<file path="src/rtl/tcc_ram.sv">
// Generic single write port RAM with registered read.
`timescale 1ns / 1ps
module tcc_ram #(
  parameter int WIDTH = 8,
  parameter int DEPTH = 16
) (
  input  logic                     clk,
  input  logic                     we,
  input  logic [$clog2(DEPTH)-1:0] waddr,
  input  logic [WIDTH-1:0]         wdata,
  input  logic [$clog2(DEPTH)-1:0] raddr,
  output logic [WIDTH-1:0]         rdata
);

  logic [WIDTH-1:0] mem [DEPTH];

  always_ff @(posedge clk) begin
    if (we) begin
      mem[waddr] <= wdata;
    end
    rdata <= mem[raddr];
  end

endmodule

</file>
<file path="config.mk">
export PLATFORM = sky130hd
export DESIGN_NAME = tcc_ram
export DESIGN_NICKNAME = d
export VERILOG_FILES = /design/src/rtl/tcc_ram.sv
export SDC_FILE = /design/constraint.sdc
export NUM_CORES = 1
export LEC_CHECK = 0
export ABC_CLOCK_PERIOD_IN_PS = 2900
export BUFFER_PORTS_ARGS = -buffer_cell sky130_fd_sc_hd__buf_2
export CAP_MARGIN = 20
export CORE_ASPECT_RATIO = 2
export CORE_MARGIN = 2
export CORE_UTILIZATION = 45
export CTS_CLUSTER_SIZE = 10
export DETAILED_ROUTE_END_ITERATION = 10
export GPL_ROUTABILITY_DRIVEN = 0
export SKIP_CTS_REPAIR_TIMING = 1
export SYNTH_ARGS = -nofsm -noshare
export SYNTH_HDL_FRONTEND = slang
export SYNTH_SLANG_ARGS = --single-unit
</file>
<file path="constraint.sdc">
create_clock -name clk -period 2.9 [get_ports clk]
set_clock_uncertainty 0.2 [all_clocks]
set_input_delay 0.725 -clock clk [delete_from_list [all_inputs] [get_ports clk]]
set_output_delay 0.725 -clock clk [all_outputs]
set_load 0.005 [all_outputs]
</file>
# Word-level counts from Yosys, hierarchy flattened
# Memories as Yosys holds them, arrays and structs flattened. A register that Yosys moved wholly into a read port is not among the register bits.
# Index checks and enable logic that the tools add are counted.
[classes] n_mux=2
[op_table] operator="2-to-1 mux 1 bit" n=2
[word_totals] ff_bits=0 mem_bits_rw=128 output_inout_bits=8 n_memories=1
[mem_list] memory="mem" words=16 word_bits=8 read_ports=1 rd_clocked_by_memory_dff=1 wr=1 line_no="15" rtl="logic [WIDTH-1:0] mem [DEPTH];"

# Logic depth before layout (Yosys ltp)
[depth] depth_word=2 mapped_depth=5 ltp_nobuf=3

# Worst setup path after synthesis
# Ideal clock, no wire load.
[synth_timing] path_type="input to register" start="input port waddr[2]" end="memory mem[0][0], enable pin" setup_ps=383 arrival_time_ps=1835 required_ps=2317 setup_slack_ps=482 stages=2 cell_sequence="or3b_2 > nor3_1"
[synth_rtl] element="start, declared" line_no="9" rtl="input logic [$clog2(DEPTH)-1:0] waddr,"
[synth_rtl] element="end, declared" line_no="15"
# No word-level cell before the write port.

==> flow_metrics.env <==
export IMPL_pin_count=26
export IMPL_wl_per_cell_um=22.01
export IMPL_grtUsageTotal=0.1745
export IMPL_fill_cells=842
export IMPL_diodes=0
export IMPL_period_share=0.7036
export IMPL_regArea_um2=4004
export IMPL_wl_mm=9.662
export IMPL_reg2reg_depth=3
export IMPL_r2r_setup_slack_ps=1360
export IMPL_endpoint_kind="flip-flop"
export IMPL_worstSetupStartpointType="primary input"
export IMPL_std_cell_rows=55
export IMPL_worstSetupPathType="in2reg"
export IMPL_holdCritStartpoint="mem[8][5]"
export IMPL_critPathMaxStageDelay_ps=560
export IMPL_fin_cells=439
export IMPL_ir_worst_vdd_v=0.0004758
export IMPL_floorplan_die_area_um2=12360
export IMPL_seq_area_frac_synth=0.7778
export IMPL_r2r_start="mem[2][1]"
export IMPL_syn_inst=229
export IMPL_cpMaxStageDelayCell="mux4_1"
export IMPL_rsz0062_at_grt="false"
export IMPL_worst_pin_slew_ps=688.4
export IMPL_coreArea_um2=11220
export IMPL_required_ps=2990
export IMPL_numCtsBuffers=17
export IMPL_maxSlewViolCount=0
export IMPL_worstReg2RegEnd="rdata[1]"
export IMPL_critical_path_max_fanout=19
export IMPL_ys_seq_elements=136
export IMPL_critical_path_buf_inv_count=2
export IMPL_cts_tree="yes"
export IMPL_status="completed"
export IMPL_slew_headroom=0.5394
export IMPL_ant_nets=0
export IMPL_hold_depth=3
export IMPL_finalSetupTns_ps=0
export IMPL_critPathTopFamily="multiplexers"
export IMPL_post_dp_hpwl_mm=6.729
export IMPL_holdPathEnd="rdata[5]"
export IMPL_max_freq_ghz=0.4901
export IMPL_grt_pass1_vias=2537
export IMPL_multiInputGateArea_um2=1057
export IMPL_yosysUniqueCellTypes=19
export IMPL_die_h_um=155.3
export IMPL_syn_area_um2=5147
export IMPL_hold_viol_final=0
export IMPL_nets=302
export IMPL_vias=2405
export IMPL_vias_per_cell=5.478
export IMPL_hp_class="reg2reg"
export IMPL_cts_root_buf="clkbuf_16"
export IMPL_drt_pass1_iter_count=4
export IMPL_grt_pass1_wl_mm=14.84
export IMPL_place_inst=407
export IMPL_dieWidth_um=79.63
export IMPL_grt_remaining_overflow=0
export IMPL_yosysWarnings=0
export IMPL_drive_gt1_frac=0.3165
export IMPL_grt_max_degree=23
export IMPL_final_core_util=0.5439
export IMPL_cts_num_sinks=136
export IMPL_syn_nets=247
export IMPL_htreeDepth=4
export IMPL_drt_initial_drc_count=202
export IMPL_grt_antenna_before_repair=0
export IMPL_clkTransAtPathRegs_ps=60
export IMPL_numPortBuffers=25
export IMPL_syn_avg_cell_area_um2=22.48
export IMPL_p_leak_nw=2.073
export IMPL_drcViolationCount=0
export IMPL_min_period_ps=2040
export IMPL_initial_core_util=0.4589
export IMPL_clk_path_buf_depth=2
export IMPL_final_setup_viol_count=0
export IMPL_critPathArrivalTime_ps=2130
export IMPL_timing_max_cap_violations=0
export IMPL_area_growth_pct=18.52
export IMPL_insertion_delay_ps=410
export IMPL_powerDensity_nw_per_um2=719.2
export IMPL_power_mw=4.388
export IMPL_crit_chain="buf_2 -> buf_12 -> mux4_1 -> a22oi_1 -> nand2_1"
-- power by group --
group          switching, mW  internal [mW]
registers             0.0123           2.20
logic                  0.110         0.0892
clock network          0.802           1.18
total                  0.924           3.46
-- cell usage after synthesis --
| cell | n | area [µm²] |
|---|---|---|
| a22oi_1 | 16 | 120.1 |
| and2_1 | 1 | 6.260 |
| and2b_1 | 1 | 7.510 |
| buf_2 | 3 | 15.01 |
| buf_4 | 1 | 7.510 |
| buf_6 | 3 | 33.78 |
| clkdlybuf4s25_2 | 3 | 30.03 |
| dfxtp_1 | 8 | 160.2 |
| edfxtp_1 | 128 | 3844 |
| mux4_1 | 14 | 367.9 |
| mux4_2 | 18 | 405.4 |
| nand2_1 | 9 | 33.78 |
| nand2b_1 | 2 | 12.51 |
| nand3_1 | 1 | 5.000 |
| nand3b_1 | 2 | 15.01 |
| nor2_1 | 13 | 48.80 |
| nor2b_1 | 1 | 6.260 |
| nor3_1 | 4 | 20.02 |
| or3b_2 | 1 | 8.760 |
-- flip-flops by register name, indices dropped and copies added (netlist names) --
register  flops
mem         128
rdata         8
-- layer usage --
metal  track usage  wire length [µm]
met5             0                 0
met4       0.07061               199
met3       0.04640               315
met2        0.3165              5609
met1        0.1878              3537
-- worst register-to-register path, cell delays in order (launching register included) --
cell and delay, ps:
edfxtp_1 360, mux4_1 490, a22oi_1 280, nand2_1 100
-- how the worst max path moves through the flow --
stage,end,slack [ps],cells after the start,from
3_3_place_gp,rdata[2],450,5,raddr[0]
3_5_place_dp,rdata[1],440,5,raddr[0]
2_1_floorplan,mem[0][0],480,2,waddr[2]
6_report,rdata[1],860,5,raddr[0]
5_1_grt,rdata[1],790,5,raddr[0]
4_1_cts,rdata[1],880,5,raddr[0]
-- logic make-up after synthesis --
kind of cell / Yosys count / synth area share
AOI/OAI and AO/OA: 16 / 0.02334
and+or+nand+nor: 35 / 0.03184
DFF: 136 / 0.7778
buffers and inverters: 10 / 0.01677
muxes: 32 / 0.1502
-- area by class of cell --
class | instances | area share
flip-flops and latches | 136 | 0.6563
multi-input cells | 83 | 0.1733
repair buffers | 46 | 0.05045
clock buffers | 17 | 0.06973
clock inverters | 15 | 0.02112
well taps | 142 | 0.02912
-- layout by cell type, fill, tap and decap left out --
| cell type | synthesis | final |
|---|---|---|
| bufinv_16 | 0 | 1 |
| buf_2 | 3 | 25 |
| buf_12 | 0 | 2 |
| inv_6 | 0 | 3 |
| nor2b_1 | 1 | 1 |
| nand3b_1 | 2 | 2 |
| clkinv_1 | 0 | 3 |
| nand2b_1 | 2 | 2 |
| nand2_1 | 9 | 9 |
| dfxtp_1 | 8 | 8 |
| and2b_1 | 1 | 1 |
| clkbuf_16 | 0 | 17 |
| or3b_2 | 1 | 1 |
| mux4_2 | 18 | 18 |
| nor2_1 | 13 | 13 |
| buf_4 | 1 | 19 |
| nor3_1 | 4 | 4 |
| mux4_1 | 14 | 14 |
| clkinv_4 | 0 | 3 |
| edfxtp_1 | 128 | 128 |
| clkinv_2 | 0 | 1 |
| clkinvlp_4 | 0 | 4 |
| and2_1 | 1 | 1 |
| nand3_1 | 1 | 1 |
| a22oi_1 | 16 | 16 |
-- metrics by stage --
| step | setup slack [ps] | instance area (µm²) | hold slack (ps) |
|---|---|---|---|
| 4_1_cts | 876.7 | 6101 | 474.0 |
| 3_5_place_dp | 443.5 | 5547 | 461.3 |
| 5_1_grt | 792.4 | 6101 | 494.0 |
| 6_report | 859.5 | 6101 | 471.9 |
| 2_1_floorplan | 482.1 | 5147 | 429.3 |
| 3_3_place_gp | 452.5 | 5547 | 448.3 |
Power figures use the tool's default switching activity.
