File: src/rtl/tcc_pkg.sv
// Shared constants for the tournament core classifier.
`timescale 1ns / 1ps
package tcc_pkg;

  localparam int PATTERN_BITS = 21;
  localparam int CNT_W        = 16;  // exact counts, up to 8! = 40320
  localparam int OUT_W        = 13;
  localparam logic [CNT_W-1:0] COUNT_CAP = CNT_W'(8191);

  localparam logic [1:0] CLS_CYCLIC  = 2'd0;
  localparam logic [1:0] CLS_TOTAL   = 2'd1;
  localparam logic [1:0] CLS_PARTIAL = 2'd2;

endpackage

File: src/rtl/tcc_graph.sv
// Arc matrix and transitive core from the arc bit pattern.
`timescale 1ns / 1ps
module tcc_graph
  import tcc_pkg::*;
#(
  parameter int VERTICES = 7
) (
  input  logic [PATTERN_BITS-1:0]              pattern,
  output logic [VERTICES-1:0][VERTICES-1:0]    beats,
  output logic [VERTICES-1:0][VERTICES-1:0]    core
);

  always_comb begin
    int pair;
    pair  = 0;
    beats = '0;
    for (int i = 0; i < VERTICES; i++) begin
      for (int j = i + 1; j < VERTICES; j++) begin
        // pairs past the pattern read as 0: higher vertex wins
        if (pair < PATTERN_BITS && pattern[pair]) begin
          beats[i][j] = 1'b1;
        end else begin
          beats[j][i] = 1'b1;
        end
        pair = pair + 1;
      end
    end
  end

  // x->y is in the core if some z closes a transitive triple with it
  always_comb begin
    core = '0;
    for (int x = 0; x < VERTICES; x++) begin
      for (int y = 0; y < VERTICES; y++) begin
        for (int z = 0; z < VERTICES; z++) begin
          if (beats[x][y] &&
              ((beats[y][z] && beats[x][z]) ||
               (beats[z][x] && beats[z][y]) ||
               (beats[x][z] && beats[z][y]))) begin
            core[x][y] = 1'b1;
          end
        end
      end
    end
  end

endmodule

File: config.mk
export PLATFORM = sky130hd
export DESIGN_NAME = tcc_graph
export DESIGN_NICKNAME = d
export VERILOG_FILES = /design/src/rtl/tcc_pkg.sv /design/src/rtl/tcc_graph.sv
export SDC_FILE = /design/constraint.sdc
export NUM_CORES = 1
export LEC_CHECK = 0
export BUFFER_PORTS_ARGS = -buffer_cell sky130_fd_sc_hd__clkbuf_2
export CAP_MARGIN = 15
export CORE_ASPECT_RATIO = 1.25
export CORE_MARGIN = 8
export CORE_UTILIZATION = 38
export DETAILED_ROUTE_END_ITERATION = 7
export PLACE_DENSITY = 0.85
export SYNTH_ARGS = -nofsm -noshare
export SYNTH_HDL_FRONTEND = slang
export SYNTH_SLANG_ARGS = --single-unit
File: constraint.sdc
create_clock -name vclk -period 1.35
set_input_delay 0.135 -clock vclk [all_inputs]
set_output_delay 0.135 -clock vclk [all_outputs]
set_load 0.05 [all_outputs]
==> results of run 1 <==
cell families after synthesis:
family,Yosys count,share of synthesized area
buffers and inverters,77,0.358
other,1,0.00316
AOI/OAI and AO/OA,42,0.316
and+or+nand+nor,44,0.322
per-stage QoR:
step	area (um^2)	setup TNS, ps	utilization
after detailed placement	2650	-2170	0.890
after global placement	2650	-1360	0.890
after floorplan	1830	-4390	-
==> reports/metrics.csv, run 1 <==
stage;metric;value;unit
run_status;outcome;did not finish;
run_status;Failed at;clock tree synthesis;
run_status;first error;[ERROR DPL-0033] detailed placement checks failed during check placement.;
yosys;commonest cells in the netlist;39 x a41oi_1, 35 x buf_4, 21 x inv_1;
clock_tree;Hold-fix buffers, CTS;0;
clock_tree;PostCTS Resize Cnt;59;
place;pre-CTS WS;-231;ps
floorplanning;Die Width;66.0;um
floorplanning;chip height;78.5;um
yosys;Syn. warnings;0;
yosys;most common cell in the netlist;a41oi_1;
place;placed cell count;325;
yosys;Synth area leaders;a41oi_1 29%, buf_4 22%, and4b_1 7.6%;
yosys;synth unique cells;15;
place;# port buffers;105;
floorplanning;Starting Density;0.399;
yosys;mapped cell area;0.00119;mm^2
yosys;Post-Synthesis Cells;164;
place;DP Wirelength;6.20;mm
yosys;Seq/Total Area, Yosys;0;
yosys;share of the synthesized area in the top cell type;0.288;
yosys;largest area contributor in the netlist;a41oi_1;
floorplanning;num ports;119;
floorplanning;row cnt;22;
place;gpl congestion;0.913;
clock_tree;Post-CTS Setup Repair Bufs;1;
yosys;Avg Cell Area, Syn;7.24;um^2
==> run 2, diff against run 1 <==
--- a/config.mk
+++ b/config.mk
@@ -7,11 +7,10 @@
 export LEC_CHECK = 0
 export BUFFER_PORTS_ARGS = -buffer_cell sky130_fd_sc_hd__clkbuf_2
 export CAP_MARGIN = 15
-export CORE_ASPECT_RATIO = 1.25
-export CORE_MARGIN = 8
-export CORE_UTILIZATION = 38
+export CORE_AREA = 8 8 69 71
 export DETAILED_ROUTE_END_ITERATION = 7
-export PLACE_DENSITY = 0.85
+export DIE_AREA = 0 0 77 79
+export PLACE_DENSITY_LB_ADDON = 0.15
 export SYNTH_ARGS = -nofsm -noshare
 export SYNTH_HDL_FRONTEND = slang
 export SYNTH_SLANG_ARGS = --single-unit
==> reports/metrics.csv, run 2 <==
stage;metric;value;unit
power_and_ir_drop;sw frac;0.691;
timing;Achievable Freq;680;MHz
timing;endpoints failing hold;0;
clock_tree;Post-CTS Setup Repair Bufs;0;
timing;Setup-failing EPs final;9;
layout;CLK BUF;0;
layout;most frequent standard cell in the layout excluding fill and tap cells;buf_4;
yosys;synth unique cells;15;
layout;fin area;0.00307;mm^2
yosys;commonest cells in the netlist;39 x a41oi_1, 35 x buf_4, 21 x inv_1;
grt;first-pass GRT wire length;11.1;mm
place;DP Wirelength;5.38;mm
timing;max-slew violations;0;
power_and_ir_drop;logic gate share of total power;1.000;
routing;total iterations of the first detailed-routing run;4;
grt;Global Route Usage Sum;0.213;
grt;largest net degree at the start of global routing;15;
setup_path;WP data required;1220;ps
setup_path;WP data arrival;1330;ps
setup_path;crit path launch;pattern[13];
floorplanning;row cnt;23;
power_and_ir_drop;sequential power share;0;
floorplanning;Starting Density;0.313;
hold_path;min-delay worst type;in -> out;
routing;drt drc;0;
timing;Final Critical Period;1470;ps
yosys;largest area contributor in the netlist;a41oi_1;
layout;FF+latch count;0;
layout;P&R area growth vs syn;159;%
clock_tree;Hold-fix buffers, CTS;0;
timing;RSZ-0062 raised after global routing;true;
yosys;Post-Synthesis Cells;164;
yosys;share of the synthesized area in the top cell type;0.288;
layout;FILL cells;236;
routing;Initial DRC Count;151;
power_and_ir_drop;Sw Pwr;996;uW
layout;most frequent cells in the layout;65 x buf_4, 51 x clkbuf_2, 21 x clkbuf_4, 19 x a41oi_4;
grt;Overflow after GRT;0;
place;Placed Instance Area;0.00266;mm^2
power_and_ir_drop;power consumption;1.44;mW
setup_path;CP max FO;2;
yosys;Synth area leaders;a41oi_1 29%, buf_4 22%, and4b_1 7.6%;
routing;ANT nets after route;0;
layout;Reg area;0;um^2
power_and_ir_drop;Int Power;446;uW
yosys;mapped cell area;0.00119;mm^2
setup_path;CP endpoint;core[26];
floorplanning;Die Width;77;um
layout;antenna cell count;0;
grt;number of global-route vias before repair;2106;
layout;nets;314;
place;# port buffers;105;
floorplanning;chip height;79;um
timing;crit share post-route;1.09;
place;pre-CTS WS;-252;ps
routing;Post-Route WL;7.68;mm
run_status;failing checks;setup timing;
run_status;outcome;complete, but fails checks;
routing;post-DR vias/cell;5.93;
power_and_ir_drop;pwr/cell area;469;mW/mm^2
flow_run;maxcap violations;0;
yosys;Avg Cell Area, Syn;7.24;um^2
grt;antenna violations before repair;0;
yosys;most common cell in the netlist;a41oi_1;
yosys;Syn. warnings;0;
timing;final setup TNS;-376;ps
floorplanning;die area;0.00608;mm^2
setup_path;Crit. End Element;primary output;
layout;layout cells sized above 1;0.825;
yosys;Seq/Total Area, Yosys;0;
routing;WL/cell;22.5;um
power_and_ir_drop;Pleak;1.25;nW
setup_path;Crit Path Class;in -> out;
place;gpl congestion;0.876;
floorplanning;num ports;119;
routing;Vias;2023;
power_and_ir_drop;Max VDD drop;371;uV
timing;final worst slack;-120;ps
floorplanning;core area;0.00380;mm^2
setup_path;CP startpoint kind;input pin;
power_and_ir_drop;clock share of power;0;
[run 2: logic make-up (layout without fill, tap and decap cells)]
kind of cell	Yosys count	count (layout)	synth area share
AO/OA/AOI/OAI	42	42	0.316
buffers and inverters	77	191	0.358
other	1	14	0.00316
AND/OR/NAND/NOR	44	44	0.322
[run 2: power groups by stage]
stage,combinational (mW),sequential [mW],clock (mW)
CTS,1.37,0,0
floorplan,0.980,0,0
finish,1.44,0,0
global route,1.49,0,0
detailed placement,1.29,0,0
global placement,1.28,0,0
[run 2: metal layers]
metal  wire (um)  global-route usage  vias up  share of wire
li1            -                   -      884              -
met1        2790               0.246      990           0.36
met2        4020               0.391      127           0.52
met3         623              0.0451       22          0.081
met4         253              0.0547        0          0.033
met5           0                   0        -              0
[run 2: final cells by class]
| cell class | instances | area (um^2) | area share |
|---|---|---|---|
| timing repair buffer | 170 | 1370 | 0.446 |
| multi-input combinational | 100 | 1520 | 0.493 |
| inverter | 21 | 124 | 0.0403 |
| tap | 50 | 62.6 | 0.0204 |
[run 2: repair_timing]
action / in CTS / in global routing
pin swaps: 3 / 4
setup endpoints to repair: 31 / 34
gates resized for setup: 58 / 53
[run 2: critical path, stage by stage]
cell and delay (ps):
buf_6 90, or4b_4 550, o41a_4 370, clkbuf_16 180
[run 2: metrics by stage]
step                hold WS, ps  instances  utilization
CTS                         626        341        0.768
global route                656        341        0.809
detailed placement          624        341        0.701
finish                      649        341        0.809
global placement            623        341        0.701
floorplan                   437        177            -
[run 2: worst min path at each step]
stage          slack, ps         to  depth (start not counted)        start
6_report             650  beats[34]                          2  pattern[19]
5_1_grt              660  beats[34]                          2  pattern[19]
4_1_cts              630  beats[34]                          2  pattern[19]
3_5_place_dp         620  beats[34]                          2  pattern[19]
3_3_place_gp         620  beats[34]                          2  pattern[19]
2_1_floorplan        440  beats[10]                          1   pattern[7]
Power figures use the tool's default switching activity.
==> run 3, diff against run 2 <==
==> constraint.sdc (replaced) <==
create_clock -name vclk -period 1.6
set_input_delay 0.16 -clock vclk [all_inputs]
set_output_delay 0.16 -clock vclk [all_outputs]
set_load 0.05 [all_outputs]
==> reports/metrics.csv, run 3 (synthesis gave the netlist of run 2 again) <==
stage;metric;value;unit
run_status;outcome;finished clean;
clock_tree;Post-CTS Setup Repair Bufs;0;
timing;crit share post-route;0.981;
routing;WL/cell;19.6;um
floorplanning;row cnt;23;
setup_path;WP data arrival;1410;ps
routing;total iterations of the first detailed-routing run;4;
grt;largest net degree at the start of global routing;15;
hold_path;Hold Path End;beats[34];
hold_path;hold path startpoint;pattern[19];
power_and_ir_drop;Max VDD drop;292;uV
grt;Global Route Usage Sum;0.173;
grt;antenna violations before repair;0;
timing;Achievable Freq;637;MHz
routing;Initial DRC Count;154;
timing;RSZ-0062 raised after global routing;false;
layout;Post-Layout Cell Count;298;
timing;max-slew violations;0;
routing;post-DR vias/cell;5.76;
flow_run;maxcap violations;0;
layout;Final Util;0.472;
setup_path;Crit Path Class;in -> out;
layout;CLK BUF;0;
timing;endpoints failing hold;0;
floorplanning;Die Width;77;um
setup_path;WP data required;1440;ps
routing;Vias;1715;
place;# port buffers;105;
routing;Post-Route WL;5.84;mm
routing;ANT nets after route;0;
place;DP Wirelength;4.47;mm
floorplanning;num ports;119;
grt;Overflow after GRT;0;
place;placed cell count;298;
timing;Final Critical Period;1570;ps
layout;antenna cell count;0;
layout;nets;271;
layout;fin area;0.00179;mm^2
setup_path;Crit-path slowest cell;or4b_1;
place;gpl congestion;0.822;
power_and_ir_drop;pwr/cell area;493;mW/mm^2
layout;most frequent cells in the layout;103 x clkbuf_2, 22 x buf_4, 21 x inv_1, 20 x a41oi_1, 19 x a41oi_2;
setup_path;Crit. End Element;primary output;
hold_path;min-delay worst type;in -> out;
timing;Setup-failing EPs final;0;
setup_path;crit path cell chain;clkbuf_2 > or4b_1 > o41a_1 > clkbuf_4;
layout;FF+latch count;0;
setup_path;CP max FO;2;
place;Placed Instance Area;0.00179;mm^2
layout;most frequent standard cell in the layout excluding fill and tap cells;clkbuf_2;
floorplanning;Starting Density;0.313;
hold_path;worst hold stages;2;
setup_path;CP peak stage delay;550;ps
layout;layout cells sized above 1;0.593;
routing;drt drc;0;
floorplanning;core area;0.00380;mm^2
grt;number of global-route vias before repair;1722;
power_and_ir_drop;Pleak;0.886;nW
setup_path;CP startpoint kind;input pin;
floorplanning;die area;0.00608;mm^2
floorplanning;chip height;79;um
grt;first-pass GRT wire length;9.15;mm
layout;FILL cells;424;
layout;Reg area;0;um^2
layout;P&R area growth vs syn;51.1;%
layout;Multi-input gate area;960;um^2
-- run 3: timing repair --
item / 4_1_cts / 5_1_grt
resized for setup: 1 / 2
hold buffers: 0 / 0
endpoints found under the setup margin: 1 / 3
-- run 3: final cells by class --
class / count / area share
Tap cell: 50 / 0.0349
Timing Repair Buffer: 127 / 0.386
Inverter: 21 / 0.0439
Multi-Input combinational cell: 100 / 0.535
-- run 3: critical path, delay by kind of cell --
family | cells | cell delay (ps)
and+or+nand+nor | 1 | 550
AOI/OAI and AO/OA | 1 | 390
buffers and inverters | 2 | 310
-- run 3: worst max-delay path by stage --
stage | slack (ps) | start | cells after the start | endpoint
floorplan | -240 | pattern[8] | 3 | core[25]
global placement | 10 | pattern[4] | 4 | core[26]
detailed placement | 3 | pattern[4] | 4 | core[26]
CTS | 10 | pattern[4] | 4 | core[33]
global route | 3 | pattern[11] | 4 | core[22]
finish | 30 | pattern[4] | 4 | core[26]
-- run 3: routing by layer --
metal | track usage | share of wire
met1 | 0.207 | 0.40
met3 | 0.0418 | 0.084
met4 | 0.0151 | 0.0033
met5 | 0 | 0
met2 | 0.317 | 0.51
-- run 3: stage by stage --
| step | TNS, ps | hold slack (ps) | total power, mW | worst slack, ps |
|---|---|---|---|---|
| 6_report | 0 | 766 | 0.884 | 30.1 |
| 5_1_grt | 0 | 777 | 0.923 | 3.31 |
| 4_1_cts | 0 | 753 | 0.882 | 10.6 |
| 3_5_place_dp | 0 | 758 | 0.880 | 3.28 |
| 3_3_place_gp | 0 | 764 | 0.881 | 10.7 |
| 2_1_floorplan | -3530 | 487 | 0.725 | -245 |
-- run 3: power breakdown --
part / internal (mW) / switching (mW) / total (mW)
Clock: 0 / 0 / 0
Sequential: 0 / 0 / 0
Combinational: 0.177 / 0.707 / 0.884
Total: 0.177 / 0.707 / 0.884
